## src/assert_macros.svh

```systemverilog
// Assertion macros used by the top level RTL file of the slot pool.
`ifndef ASSERT_MACROS_SVH
`define ASSERT_MACROS_SVH

// Implication checked at every clock edge outside reset.
`define FSP_ASSERT_IMP(label, ante, cons, msg) \
   label: assert property (@(posedge clock) disable iff (reset) (ante) |-> (cons)) \
      else $error(msg);

// Condition that must hold at every clock edge, also during reset.
`define FSP_ASSERT_ALWAYS(label, cond, msg) \
   label: assert property (@(posedge clock) (cond)) else $error(msg);

`endif

```

## src/fsp_pkg.sv

```systemverilog
// Types and constants of the frame slot pool.
`default_nettype none

package fsp_pkg;

   localparam int RETRY_W = 4;
   localparam logic [RETRY_W-1:0] RETRY_MAX = 4'd15;
   localparam logic [RETRY_W-1:0] RETRY_LIMIT_RESET = 4'd3;

   // command codes
   localparam logic [1:0] CMD_ALLOCATE = 2'd0;
   localparam logic [1:0] CMD_GET      = 2'd1;
   localparam logic [1:0] CMD_FREE     = 2'd2;

   // one slot entry of the memory
   typedef struct packed {
      logic               busy;
      logic [RETRY_W-1:0] retries;
   } entry_type;

   localparam entry_type ENTRY_FREE = '{busy: 1'b0, retries: 4'd0};

   typedef enum logic [2:0] {
      ST_CLEAR,
      ST_IDLE,
      ST_READ,
      ST_EVAL,
      ST_FINISH
   } state_type;

endpackage

`default_nettype wire

```

## src/fsp_slot_mem.sv

```systemverilog
// Slot entry memory: one write port, one read port, registered read data.
`default_nettype none

module fsp_slot_mem #(
   parameter int ADDR_W = 3
) (
   input  wire                      clock,
   input  wire                      wr_en,
   input  wire  [ADDR_W-1:0]        wr_addr,
   input  wire  fsp_pkg::entry_type wr_data,
   input  wire  [ADDR_W-1:0]        rd_addr,
   output fsp_pkg::entry_type       rd_data
);

   localparam int DEPTH = 1 << ADDR_W;

   fsp_pkg::entry_type mem_ff [DEPTH];
   fsp_pkg::entry_type rd_data_ff;

   // write port
   always_ff @(posedge clock) begin
      if (wr_en) begin
         mem_ff[wr_addr] <= wr_data;
      end
   end

   // read port, registered read data
   always_ff @(posedge clock) begin
      rd_data_ff <= mem_ff[rd_addr];
   end

   assign rd_data = rd_data_ff;

endmodule

`default_nettype wire

```

## src/frame_slot_pool_with_retry_aging.sv

```systemverilog
// Top level of the frame slot pool with retry aging.
//
//  channel | direction | handshake               | payload
//  --------+-----------+-------------------------+---------------------------------
//  req     | in        | req_tvalid / req_tready | tuser command, pool; tdata slot
//  rsp     | out       | rsp_tvalid / rsp_tready | tuser found; tdata slot, retries
//  csr     | in        | csr_valid / csr_ready   | csr_wdata retry limit
//
// One request at a time. Allocate and get walk the pool's slots through the
// registered memory read port, a read and an eval state per slot, then the
// finish state; allocate stops at the first free slot. Free goes straight to finish.
// After reset a clearing pass writes all 2**(SLOT_W+1) entries of both pools
// before req_tready rises.
// The finish cycle waits while an earlier response still sits in rsp.
`default_nettype none

module frame_slot_pool_with_retry_aging #(
   parameter int SLOTS_PER_POOL = 4
) (
   input  wire        clock,
   input  wire        reset,
   // requests
   input  wire        req_tvalid,
   output logic       req_tready,
   input  wire  [7:0] req_tdata,   // [1:0] slot_to_free, [7:2] zero
   input  wire  [2:0] req_tuser,   // [1:0] command, [2] queue_select
   // responses
   output logic       rsp_tvalid,
   input  wire        rsp_tready,
   output logic [7:0] rsp_tdata,   // [1:0] slot_index, [5:2] retry_count, [7:6] zero
   output logic [0:0] rsp_tuser,   // [0] found
   // retry limit register
   input  wire        csr_valid,
   output logic       csr_ready,
   input  wire  [3:0] csr_wdata
);

   localparam int SLOT_W    = (SLOTS_PER_POOL > 1) ? $clog2(SLOTS_PER_POOL) : 1;
   localparam int ADDR_W    = SLOT_W + 1;
   localparam int MEM_DEPTH = 1 << ADDR_W;
   localparam logic [SLOT_W-1:0] SLOT_LAST = SLOT_W'(SLOTS_PER_POOL - 1);
   localparam logic [ADDR_W-1:0] CLR_LAST  = ADDR_W'(MEM_DEPTH - 1);

   fsp_pkg::state_type state_ff, state_in;

   logic [1:0]                  cmd_ff, cmd_in;
   logic                        pool_ff, pool_in;
   logic [1:0]                  free_slot_ff, free_slot_in;
   logic [SLOT_W-1:0]           idx_ff, idx_in;
   logic                        have_ff, have_in;
   logic [SLOT_W-1:0]           best_ff, best_in;
   logic [fsp_pkg::RETRY_W-1:0] best_r_ff, best_r_in;
   logic [ADDR_W-1:0]           clr_ff, clr_in;

   logic                        rsp_valid_ff, rsp_valid_in;
   logic                        rsp_found_ff, rsp_found_in;
   logic [1:0]                  rsp_slot_ff, rsp_slot_in;
   logic [fsp_pkg::RETRY_W-1:0] rsp_retry_ff, rsp_retry_in;
   logic [fsp_pkg::RETRY_W-1:0] retry_limit_ff;

   logic                        mem_wr_en;
   logic [ADDR_W-1:0]           mem_wr_addr;
   fsp_pkg::entry_type          mem_wr_data;
   logic [ADDR_W-1:0]           mem_rd_addr;
   fsp_pkg::entry_type          mem_rd_data;

   logic                        req_accept;
   logic                        out_free;
   logic                        aged;
   logic [SLOT_W+1:0]           free_slot_wide;
   logic [SLOT_W+1:0]           best_wide;
   logic                        free_ok;
   logic [fsp_pkg::RETRY_W-1:0] best_r_inc;

   fsp_slot_mem #(
      .ADDR_W (ADDR_W)
   ) u_slot_mem (
      .clock   (clock),
      .wr_en   (mem_wr_en),
      .wr_addr (mem_wr_addr),
      .wr_data (mem_wr_data),
      .rd_addr (mem_rd_addr),
      .rd_data (mem_rd_data)
   );

   // handshake helpers
   assign req_accept = req_tvalid && req_tready;
   assign out_free   = !rsp_valid_ff || rsp_tready;
   assign csr_ready  = 1'b1;

   // slot index helpers
   assign free_slot_wide = (SLOT_W + 2)'(free_slot_ff);
   assign free_ok        = 32'(free_slot_ff) < SLOTS_PER_POOL;
   assign best_wide      = (SLOT_W + 2)'(best_ff);
   assign best_r_inc     = (best_r_ff == fsp_pkg::RETRY_MAX) ? fsp_pkg::RETRY_MAX
                                                             : best_r_ff + 4'd1;
   assign aged           = mem_rd_data.busy && (mem_rd_data.retries >= retry_limit_ff);

   // state register and request context
   always_ff @(posedge clock) begin
      if (reset) begin
         state_ff     <= fsp_pkg::ST_CLEAR;
         clr_ff       <= '0;
         rsp_valid_ff <= 1'b0;
      end else begin
         state_ff     <= state_in;
         clr_ff       <= clr_in;
         rsp_valid_ff <= rsp_valid_in;
      end
   end

   always_ff @(posedge clock) begin
      cmd_ff       <= cmd_in;
      pool_ff      <= pool_in;
      free_slot_ff <= free_slot_in;
      idx_ff       <= idx_in;
      have_ff      <= have_in;
      best_ff      <= best_in;
      best_r_ff    <= best_r_in;
      rsp_found_ff <= rsp_found_in;
      rsp_slot_ff  <= rsp_slot_in;
      rsp_retry_ff <= rsp_retry_in;
   end

   // retry limit register
   always_ff @(posedge clock) begin
      if (reset) begin
         retry_limit_ff <= fsp_pkg::RETRY_LIMIT_RESET;
      end else if (csr_valid && csr_ready) begin
         retry_limit_ff <= csr_wdata;
      end
   end

   // next state, memory accesses and response load
   always_comb begin
      state_in     = state_ff;
      cmd_in       = cmd_ff;
      pool_in      = pool_ff;
      free_slot_in = free_slot_ff;
      idx_in       = idx_ff;
      have_in      = have_ff;
      best_in      = best_ff;
      best_r_in    = best_r_ff;
      clr_in       = clr_ff;
      rsp_found_in = rsp_found_ff;
      rsp_slot_in  = rsp_slot_ff;
      rsp_retry_in = rsp_retry_ff;
      rsp_valid_in = rsp_valid_ff && !rsp_tready;
      req_tready   = 1'b0;
      mem_wr_en    = 1'b0;
      mem_wr_addr  = {pool_ff, idx_ff};
      mem_wr_data  = fsp_pkg::ENTRY_FREE;
      mem_rd_addr  = {pool_ff, idx_ff};

      case (state_ff)
         fsp_pkg::ST_CLEAR: begin
            mem_wr_en   = 1'b1;
            mem_wr_addr = clr_ff;
            clr_in      = clr_ff + 1'b1;
            if (clr_ff == CLR_LAST) begin
               state_in = fsp_pkg::ST_IDLE;
            end
         end
         fsp_pkg::ST_IDLE: begin
            req_tready = 1'b1;
            if (req_accept) begin
               cmd_in       = req_tuser[1:0];
               pool_in      = req_tuser[2];
               free_slot_in = req_tdata[1:0];
               idx_in       = '0;
               have_in      = 1'b0;
               best_in      = '0;
               best_r_in    = '0;
               if (req_tuser[1:0] inside {fsp_pkg::CMD_ALLOCATE, fsp_pkg::CMD_GET}) begin
                  state_in = fsp_pkg::ST_READ;
               end else begin
                  state_in = fsp_pkg::ST_FINISH;
               end
            end
         end
         fsp_pkg::ST_READ: begin
            state_in = fsp_pkg::ST_EVAL;
         end
         fsp_pkg::ST_EVAL: begin
            state_in = (idx_ff == SLOT_LAST) ? fsp_pkg::ST_FINISH : fsp_pkg::ST_READ;
            idx_in   = idx_ff + 1'b1;
            if (cmd_ff == fsp_pkg::CMD_ALLOCATE) begin
               // first free slot wins
               if (!mem_rd_data.busy) begin
                  mem_wr_en   = 1'b1;
                  mem_wr_data = '{busy: 1'b1, retries: '0};
                  have_in     = 1'b1;
                  best_in     = idx_ff;
                  best_r_in   = '0;
                  state_in    = fsp_pkg::ST_FINISH;
               end
            end else begin
               // age out, then keep the lowest retry count seen so far
               if (aged) begin
                  mem_wr_en = 1'b1;
               end else if (mem_rd_data.busy &&
                            (!have_ff || (mem_rd_data.retries < best_r_ff))) begin
                  have_in   = 1'b1;
                  best_in   = idx_ff;
                  best_r_in = mem_rd_data.retries;
               end
            end
         end
         fsp_pkg::ST_FINISH: begin
            if (out_free) begin
               rsp_valid_in = 1'b1;
               rsp_found_in = have_ff;
               rsp_slot_in  = have_ff ? best_wide[1:0] : 2'd0;
               rsp_retry_in = '0;
               state_in     = fsp_pkg::ST_IDLE;
               if (cmd_ff == fsp_pkg::CMD_GET && have_ff) begin
                  mem_wr_en    = 1'b1;
                  mem_wr_addr  = {pool_ff, best_ff};
                  mem_wr_data  = '{busy: 1'b1, retries: best_r_inc};
                  rsp_retry_in = best_r_inc;
               end else if (cmd_ff == fsp_pkg::CMD_FREE && free_ok) begin
                  mem_wr_en   = 1'b1;
                  mem_wr_addr = {pool_ff, free_slot_wide[SLOT_W-1:0]};
               end
            end
         end
         default: begin
            state_in = fsp_pkg::ST_IDLE;
         end
      endcase
   end

   // response port
   assign rsp_tvalid   = rsp_valid_ff;
   assign rsp_tuser[0] = rsp_found_ff;
   assign rsp_tdata    = {2'b00, rsp_retry_ff, rsp_slot_ff};

`include "assert_macros.svh"

   `FSP_ASSERT_IMP(a_no_req_in_clear, state_ff == fsp_pkg::ST_CLEAR, !req_tready, "request taken during clearing pass")
   `FSP_ASSERT_IMP(a_miss_all_zero, rsp_tvalid && !rsp_tuser[0], rsp_tdata == 8'd0, "miss response carries nonzero data")
   `FSP_ASSERT_IMP(a_retry_in_limit, rsp_tvalid && rsp_tuser[0], rsp_retry_ff <= retry_limit_ff, "returned retry count beyond limit")
   `FSP_ASSERT_IMP(a_write_states, mem_wr_en, state_ff == fsp_pkg::ST_CLEAR || state_ff == fsp_pkg::ST_EVAL || state_ff == fsp_pkg::ST_FINISH, "memory write outside clear, eval or finish")

endmodule

`default_nettype wire
```

## config.mk

```make
export PLATFORM = sky130hd
export DESIGN_NAME = frame_slot_pool_with_retry_aging
export DESIGN_NICKNAME = d
export VERILOG_FILES = /design/src/fsp_pkg.sv /design/src/fsp_slot_mem.sv /design/src/frame_slot_pool_with_retry_aging.sv
export VERILOG_INCLUDE_DIRS = /design/src /design/src/src
export SDC_FILE = /design/constraint.sdc
export NUM_CORES = 1
export LEC_CHECK = 0
export ABC_AREA = 1
export BUFFER_PORTS_ARGS = -buffer_cell sky130_fd_sc_hd__buf_2
export CAP_MARGIN = 20
export CORE_MARGIN = 2
export CORE_UTILIZATION = 45
export CTS_BUF_LIST = sky130_fd_sc_hd__clkbuf_8
export DETAILED_ROUTE_END_ITERATION = 16
export GPL_TIMING_DRIVEN = 0
export PLACE_DENSITY_LB_ADDON = 0.05
export SLEW_MARGIN = 20
export SYNTH_ARGS = -nofsm -noshare
export SYNTH_HDL_FRONTEND = slang
export SYNTH_HIERARCHICAL = 1
export SYNTH_SLANG_ARGS = --single-unit
```

## constraint.sdc

```tcl
create_clock -name clock -period 2 [get_ports clock]
set_input_delay 0.3 -clock clock [delete_from_list [all_inputs] [get_ports clock]]
set_output_delay 0.3 -clock clock [all_outputs]
set_load 0.03 [all_outputs]
```

==> results.md, run 1 <==
* RSZ-0062 raised after global routing: yes
* Drt via density at 4.78
* CP required at 2040 ps
* Net count, final at 480
* Drt total wl at 7620 µm
* H-tree lvl count at 3
* Final clock skew at 14.2 ps
* Worst R2R Path Depth at 10
* Filler Cell Count at 746
* Antenna Cells at 0
* CP Capture Type: flip-flop
* Post-Syn Area at 3670 µm²
* Die height at 94.3 µm
* Gr ovfl total at 0
* Port Buffers at 22
* LEAKAGE at 2.01 nW
* Pre-CTS setup slack at -312 ps
* Most frequent cells in the layout: nand2_1, inv_1, edfxtp_1
* Die W at 94.3 µm
* Tot Pwr at 3.23 mW
* Global-route wire length before repair at 12,400 µm
* Routed WL per cell at 13.7 µm
* Comb pwr share at 0.064
* Clock sink count at 77
* Synthesized flop and latch total at 77
* Area grow syn2layout at 17.2%
* Share of layout cells above drive strength 1 at 0.198
* Syn. warnings at 6
* Core area at 7810 µm²
* Vias in the first global route at 2,489
* Max-slew violations at 0
* Max Clk Rate at 509 MHz
* Final Hold Fails at 0
* CP Data Arrival Time at 2000 ps
* GPL Wtd Cong at 0.854
* Row count at 32
* Setup slack after layout at 34.0 ps
* Root Buffer: clkbuf_8
* Sequential fraction of design power at 0.554
* Layout Cells excl Fill at 556
* Synthesized instance count at 409
* Worst-margin pin slew at 685 ps
* Min-Delay Path Class: input port to flip-flop
* Crit path max fanout at 5
* WS Path Type: flip-flop to flip-flop
* Skew-Pair Late Insertion Delay at 350 ps
* Sequential area share after synthesis at 0.587
* Switching part of the total at 0.218
* R2R setup slack at 30 ps
* Switch Pwr at 0.704 mW
* Syn Area/Cell at 8.97 µm²
* Final Core Density at 0.550
* Initial Utilization at 0.470
* Routed Antenna Nets at 0
* Clk buf depth at 2
* Tmin final at 1970 ps
* DP Cell Count at 534
* Die Area at 8890 µm²
* CTS tree: yes
* Drt first-iter violations at 167
* Pwr per Cell Area at 752 nW/µm²
* Antenna violations before repair at 0
* Endpoints failing setup at 0
* Critical path launch point type: flip-flop
* Largest net degree at the start of global routing at 13
* Outcome: complete, no violations
* Pint at 2.53 mW
* Post-route DRC at 0
* Hold-fix buffers at CTS at 0
* DR pass1 iterations at 4
* Clock share of power at 0.382
* Hold Path Depth at 1
* Gr usage total at 0.192
* I/O pins at 32
* Num CTS Buffers at 9
* DP HPWL at 5510 µm
* Via count at 2,657
* Worst-path clk slew at 80 ps
* Unique cell type count in the Yosys netlist at 24
* Slew headroom at 0.542
* Period utilization at 0.983
* VDD IR max at 0.000361 V
* Maximum Capacitance Violations at 0
* Most common cell after layout, fill and taps aside: nand2_1
==> synthesized netlist by cell type <==
| library cell | n | area [µm²] |
|---|---|---|
| buf_6 | 2 | 22.5 |
| inv_1 | 84 | 315 |
| inv_2 | 6 | 22.5 |
| nor2_1 | 42 | 158 |
| ha_1 | 11 | 138 |
| nand2_2 | 2 | 12.5 |
| nor3_1 | 1 | 5.00 |
| nor2_2 | 2 | 12.5 |
| clkinv_1 | 1 | 3.75 |
| nand3_1 | 29 | 145 |
| nor2_4 | 4 | 45.0 |
| nand2_4 | 2 | 22.5 |
| o21ai_0 | 11 | 55.1 |
| edfxtp_1 | 61 | 1830 |
| dfxtp_1 | 16 | 320 |
| nand2_1 | 106 | 398 |
| a31oi_1 | 1 | 6.26 |
| o21ai_1 | 2 | 10.0 |
| buf_2 | 1 | 5.00 |
| nand4_1 | 2 | 12.5 |
| or3_1 | 1 | 6.26 |
| conb_1 | 2 | 7.51 |
| a21oi_1 | 15 | 75.1 |
| buf_4 | 5 | 37.5 |
==> final cells by class <==
type | instances | area (µm²) | area share
clock inverter | 7 | 81.3 | 0.0189
tap | 102 | 128 | 0.0297
timing repair buffer | 28 | 155 | 0.0361
clock buffer | 9 | 124 | 0.0288
inverter | 91 | 347 | 0.0807
multi-input combinational | 234 | 1240 | 0.289
buffer | 8 | 65.1 | 0.0151
sequential | 77 | 2150 | 0.501
==> layer usage <==
layer	global-route usage	share of wire	vias to the layer above
li1	-	-	1355
met1	0.276	0.50	1230
met2	0.285	0.44	60
met3	0.0369	0.045	12
met4	0.0773	0.018	0
met5	0	0	-
==> through the flow <==
| stage | hold slack, ps | area [µm²] | setup TNS (ps) |
|---|---|---|---|
| 6_report | 125 | 4300 | 0 |
| 5_1_grt | 105 | 4300 | -829 |
| 4_1_cts | 110 | 4230 | 0 |
| 3_5_place_dp | 479 | 3910 | -11030 |
| 3_3_place_gp | 470 | 3910 | -9160 |
| 2_1_floorplan | 369 | 3670 | 0 |
==> path summary, 6_finish.rpt <==
| check | from | endpoint |
|---|---|---|
| worst max-delay path | state_ff[0] | u_slot_mem/mem_ff[3][2] |
| worst min-delay path | req_tuser[0] | cmd_ff[0] |
| worst max register to register | state_ff[0] | u_slot_mem/mem_ff[3][2] |
| worst min register to register | retry_limit_ff[0] | retry_limit_ff[0] |
==> worst max-delay path: stages (launching register included) <==
cell     delay (ps)
dfxtp_1         330
inv_2           110
nand2_4          90
nor2_4          180
nand2_4         110
nor2_1          110
o21ai_1         110
nand4_1         160
buf_4           140
nand2_1         120
nor2_4          190
==> cells by family (layout without fill, tap and decap cells) <==
group	count (synthesis)	after routing	synth area share
AOI/OAI and AO/OA	29	29	0.0399
other	2	3	0.00205
and+or+nand+nor	191	191	0.223
DFF	77	77	0.587
buffers and inverters	99	143	0.111
adders and majority gates	11	11	0.0375
==> power groups by stage <==
stage	Combinational [mW]	Clock (mW)	Sequential, mW
2_1_floorplan	0.119	0	1.82
3_3_place_gp	0.164	0	1.82
3_5_place_dp	0.169	0	1.83
4_1_cts	0.200	1.26	1.79
5_1_grt	0.234	1.34	1.80
6_report	0.206	1.23	1.79
==> sequential cells by signal (all words and copies together) (netlist names) <==
| register | flops |
|---|---|
| clr_ff | 3 |
| pool_ff | 1 |
| have_ff | 1 |
| idx_ff | 2 |
| cmd_ff | 2 |
| u_slot_mem/mem_ff | 40 |
| rsp_retry_ff | 4 |
| rsp_tuser | 1 |
| rsp_slot_ff | 2 |
| best_ff | 2 |
| retry_limit_ff | 4 |
| best_r_ff | 4 |
| state_ff | 3 |
| u_slot_mem/rd_data | 5 |
| free_slot_ff | 2 |
| rsp_tvalid | 1 |
==> timing repair <==
item,in CTS,in global routing
gates resized for setup,29,13
buffers inserted,3,3
endpoints found under the setup margin,63,47
pin swaps,4,12
No activity file was read; power rests on OpenSTA's default activity.
==> inputs of run 2 (changes only) <==
Settings changed: CORE_UTILIZATION 45 to 60.
==> results.md, run 2 (synthesis results as in run 1) <==
* Min-Delay Path Class: input port to flip-flop (unchanged)
* Pwr per Cell Area at 742 nW/µm² (was 752 nW/µm²)
* Filler Cell Count at 474 (was 746)
* Buf/Inv on CP at 1 (was 2)
* DR pass1 iterations at 4 (unchanged)
* Antenna Cells at 0 (unchanged)
* Gr ovfl total at 0 (unchanged)
* Pint at 2.44 mW (was 2.53 mW)
* Clock sink count at 77 (unchanged)
* Die Area at 6750 µm² (was 8890 µm²)
* Port Buffers at 22 (unchanged)
* Root Buffer: clkbuf_8 (unchanged)
* Switch Pwr at 0.695 mW (was 0.704 mW)
* DP HPWL at 5180 µm (was 5510 µm)
* Worst path max stage delay at 420 ps (was 330 ps)
* Final clock skew at 11.6 ps (was 14.2 ps)
* Final Hold Fails at 0 (unchanged)
* Crit path max-delay family: simple AND/OR/NAND/NOR gates (unchanged)
* Critical path launch point type: flip-flop (unchanged)
* CP required at 2050 ps (was 2040 ps)
* Sum of negative setup slack at 0 ps (unchanged)
* Vias in the first global route at 2,361 (was 2,489)
* H-tree lvl count at 3 (unchanged)
* Gr usage total at 0.230 (was 0.192)
* Share of layout cells above drive strength 1 at 0.190 (was 0.198)
* Initial Utilization at 0.619 (was 0.470)
* Die W at 82.2 µm (was 94.3 µm)
* I/O pins at 32 (unchanged)
* Most common cell after layout, fill and taps aside: nand2_1 (unchanged)
* CP max-delay cell: dfxtp_1 (unchanged)
* Clock share of power at 0.364 (was 0.382)
* CP Capture Type: flip-flop (unchanged)
* Most frequent cells in the layout: nand2_1, inv_1, edfxtp_1 (unchanged)
* Outcome: complete, no violations (unchanged)
* Post-route DRC at 0 (unchanged)
* VDD IR max at 0.000522 V (was 0.000361 V)
* Row count at 28 (was 32)
* Endpoints failing setup at 0 (unchanged)
* Core area at 5920 µm² (was 7810 µm²)
* CTS tree: yes (unchanged)
* Area grow syn2layout at 15.1% (was 17.2%)
* Maximum Capacitance Violations at 0 (unchanged)
* Routed Antenna Nets at 0 (unchanged)
* Hold-fix buffers at CTS at 0 (unchanged)
* Num CTS Buffers at 9 (unchanged)
* Cell area after layout at 4220 µm² (was 4300 µm²)
* CP Data Arrival Time at 1930 ps (was 2000 ps)
* Crit-path cells: nand2_1, nor2_4, inv_2, nor2_1, nor2_1, nand4_1, nand2_4, nor2_4 (was inv_2, nand2_4, nor2_4, nand2_4, nor2_1, o21ai_1, nand4_1, buf_4, nand2_1, nor2_4)
* Crit path max fanout at 5 (unchanged)
* Largest net degree at the start of global routing at 14 (was 13)
* Clk buf depth at 2 (unchanged)
* Antenna violations before repair at 0 (unchanged)
* Switching part of the total at 0.222 (was 0.218)
* Tmin final at 1890 ps (was 1970 ps)
* Drt total wl at 7070 µm (was 7620 µm)
* Net count, final at 479 (was 480)
* Drt via density at 4.94 (was 4.78)
* Slew headroom at 0.529 (was 0.542)
* Biggest register: u_slot_mem/mem_ff (unchanged)
* GPL Wtd Cong at 0.889 (was 0.854)
* Worst-path clk slew at 70 ps (was 80 ps)
* Via count at 2,608 (was 2,657)
* Routed WL per cell at 13.4 µm (was 13.7 µm)
* Number of flip-flops in the largest register at 40 (unchanged)
* Sequential fraction of design power at 0.572 (was 0.554)
* Max-slew violations at 0 (unchanged)
* Worst-margin pin slew at 706 ps (was 685 ps)
* Period utilization at 0.943 (was 0.983)
* Global-route wire length before repair at 11,100 µm (was 12,400 µm)
* LEAKAGE at 1.99 nW (was 2.01 nW)
* Tot Pwr at 3.13 mW (was 3.23 mW)
* WS Path Type: flip-flop to flip-flop (unchanged)
* Die height at 82.2 µm (was 94.3 µm)
* Max Clk Rate at 530 MHz (was 509 MHz)
* Comb pwr share at 0.065 (was 0.064)
* Placement Cell Area at 3870 µm² (was 3910 µm²)
* Drt first-iter violations at 182 (was 167)
* Skew-Pair Late Insertion Delay at 350 ps (about the same)
==> run 2: changes by cell type in the layout (fill, tap and decap cells not counted), moves of 2 or more <==
| cell | change |
|---|---|
| inv_1 | +2 |
| clkinv_2 | -2 |
| inv_4 | -2 |
| clkinvlp_4 | +2 |
==> run 2: worst register-to-register path, cell delays in order (launching register included) <==
cell     delay [ps]
dfxtp_1         420
nand2_1         140
nor2_4          180
inv_2            80
nor2_1          120
nor2_1           70
nand4_1         210
nand2_4         140
nor2_4          220
==> run 2: layout make-up <==
| type | instances | area (µm²) | area share |
|---|---|---|---|
| Buffer | 8 | 65.1 | 0.0154 |
| Clock buffer | 10 | 138 | 0.0326 |
| Clock inverter | 6 | 56.3 | 0.0133 |
| Inverter | 91 | 347 | 0.0821 |
| Multi-Input combinational cell | 234 | 1220 | 0.289 |
| Sequential cell | 77 | 2150 | 0.510 |
| Tap cell | 75 | 93.8 | 0.0222 |
| Timing Repair Buffer | 27 | 148 | 0.0350 |
==> run 2: repair_timing <==
item | in CTS | in global routing
setup buffers | 3 | 2
setup endpoints to repair | 55 | 53
pin swaps | 3 | 8
gates resized for setup | 23 | 14
==> run 2: path summary, 6_finish.rpt <==
| kind | depth (start not counted) | startpoint | slack (ps) | to |
|---|---|---|---|---|
| min | 1 | req_tuser[0] | 130 | cmd_ff[0] |
| max reg2reg | 8 | state_ff[1] | 110 | u_slot_mem/mem_ff[4][1] |
| max | 8 | state_ff[1] | 110 | u_slot_mem/mem_ff[4][1] |
| min reg2reg | 2 | retry_limit_ff[0] | 480 | retry_limit_ff[0] |
==> run 2: power by group through the flow <==
stage                     registers, mW  clock network, mW  logic (mW)
after floorplan                    1.82                  0       0.119
after global placement             1.83                  0       0.160
after detailed placement           1.83                  0       0.167
after CTS                          1.79               1.16       0.196
after global routing               1.80               1.21       0.231
final                              1.79               1.14       0.202
==> run 2: routing by layer <==
metal	vias up	global-route usage	wire length (µm)
met5	-	0	0
met4	0	0.110	136
met3	13	0.0348	280
met2	63	0.348	3280
met1	1180	0.326	3370
li1	1352	-	-
==> run 2: metrics by stage <==
step | util | instances | hold WS, ps | worst slack (ps)
after global routing | 0.713 | 528 | 126 | -9.20
final | 0.713 | 528 | 127 | 114
after floorplan | - | 410 | 369 | 118
after detailed placement | 0.654 | 507 | 457 | -272
after global placement | 0.654 | 507 | 449 | -190
after CTS | 0.705 | 526 | 114 | 15.4
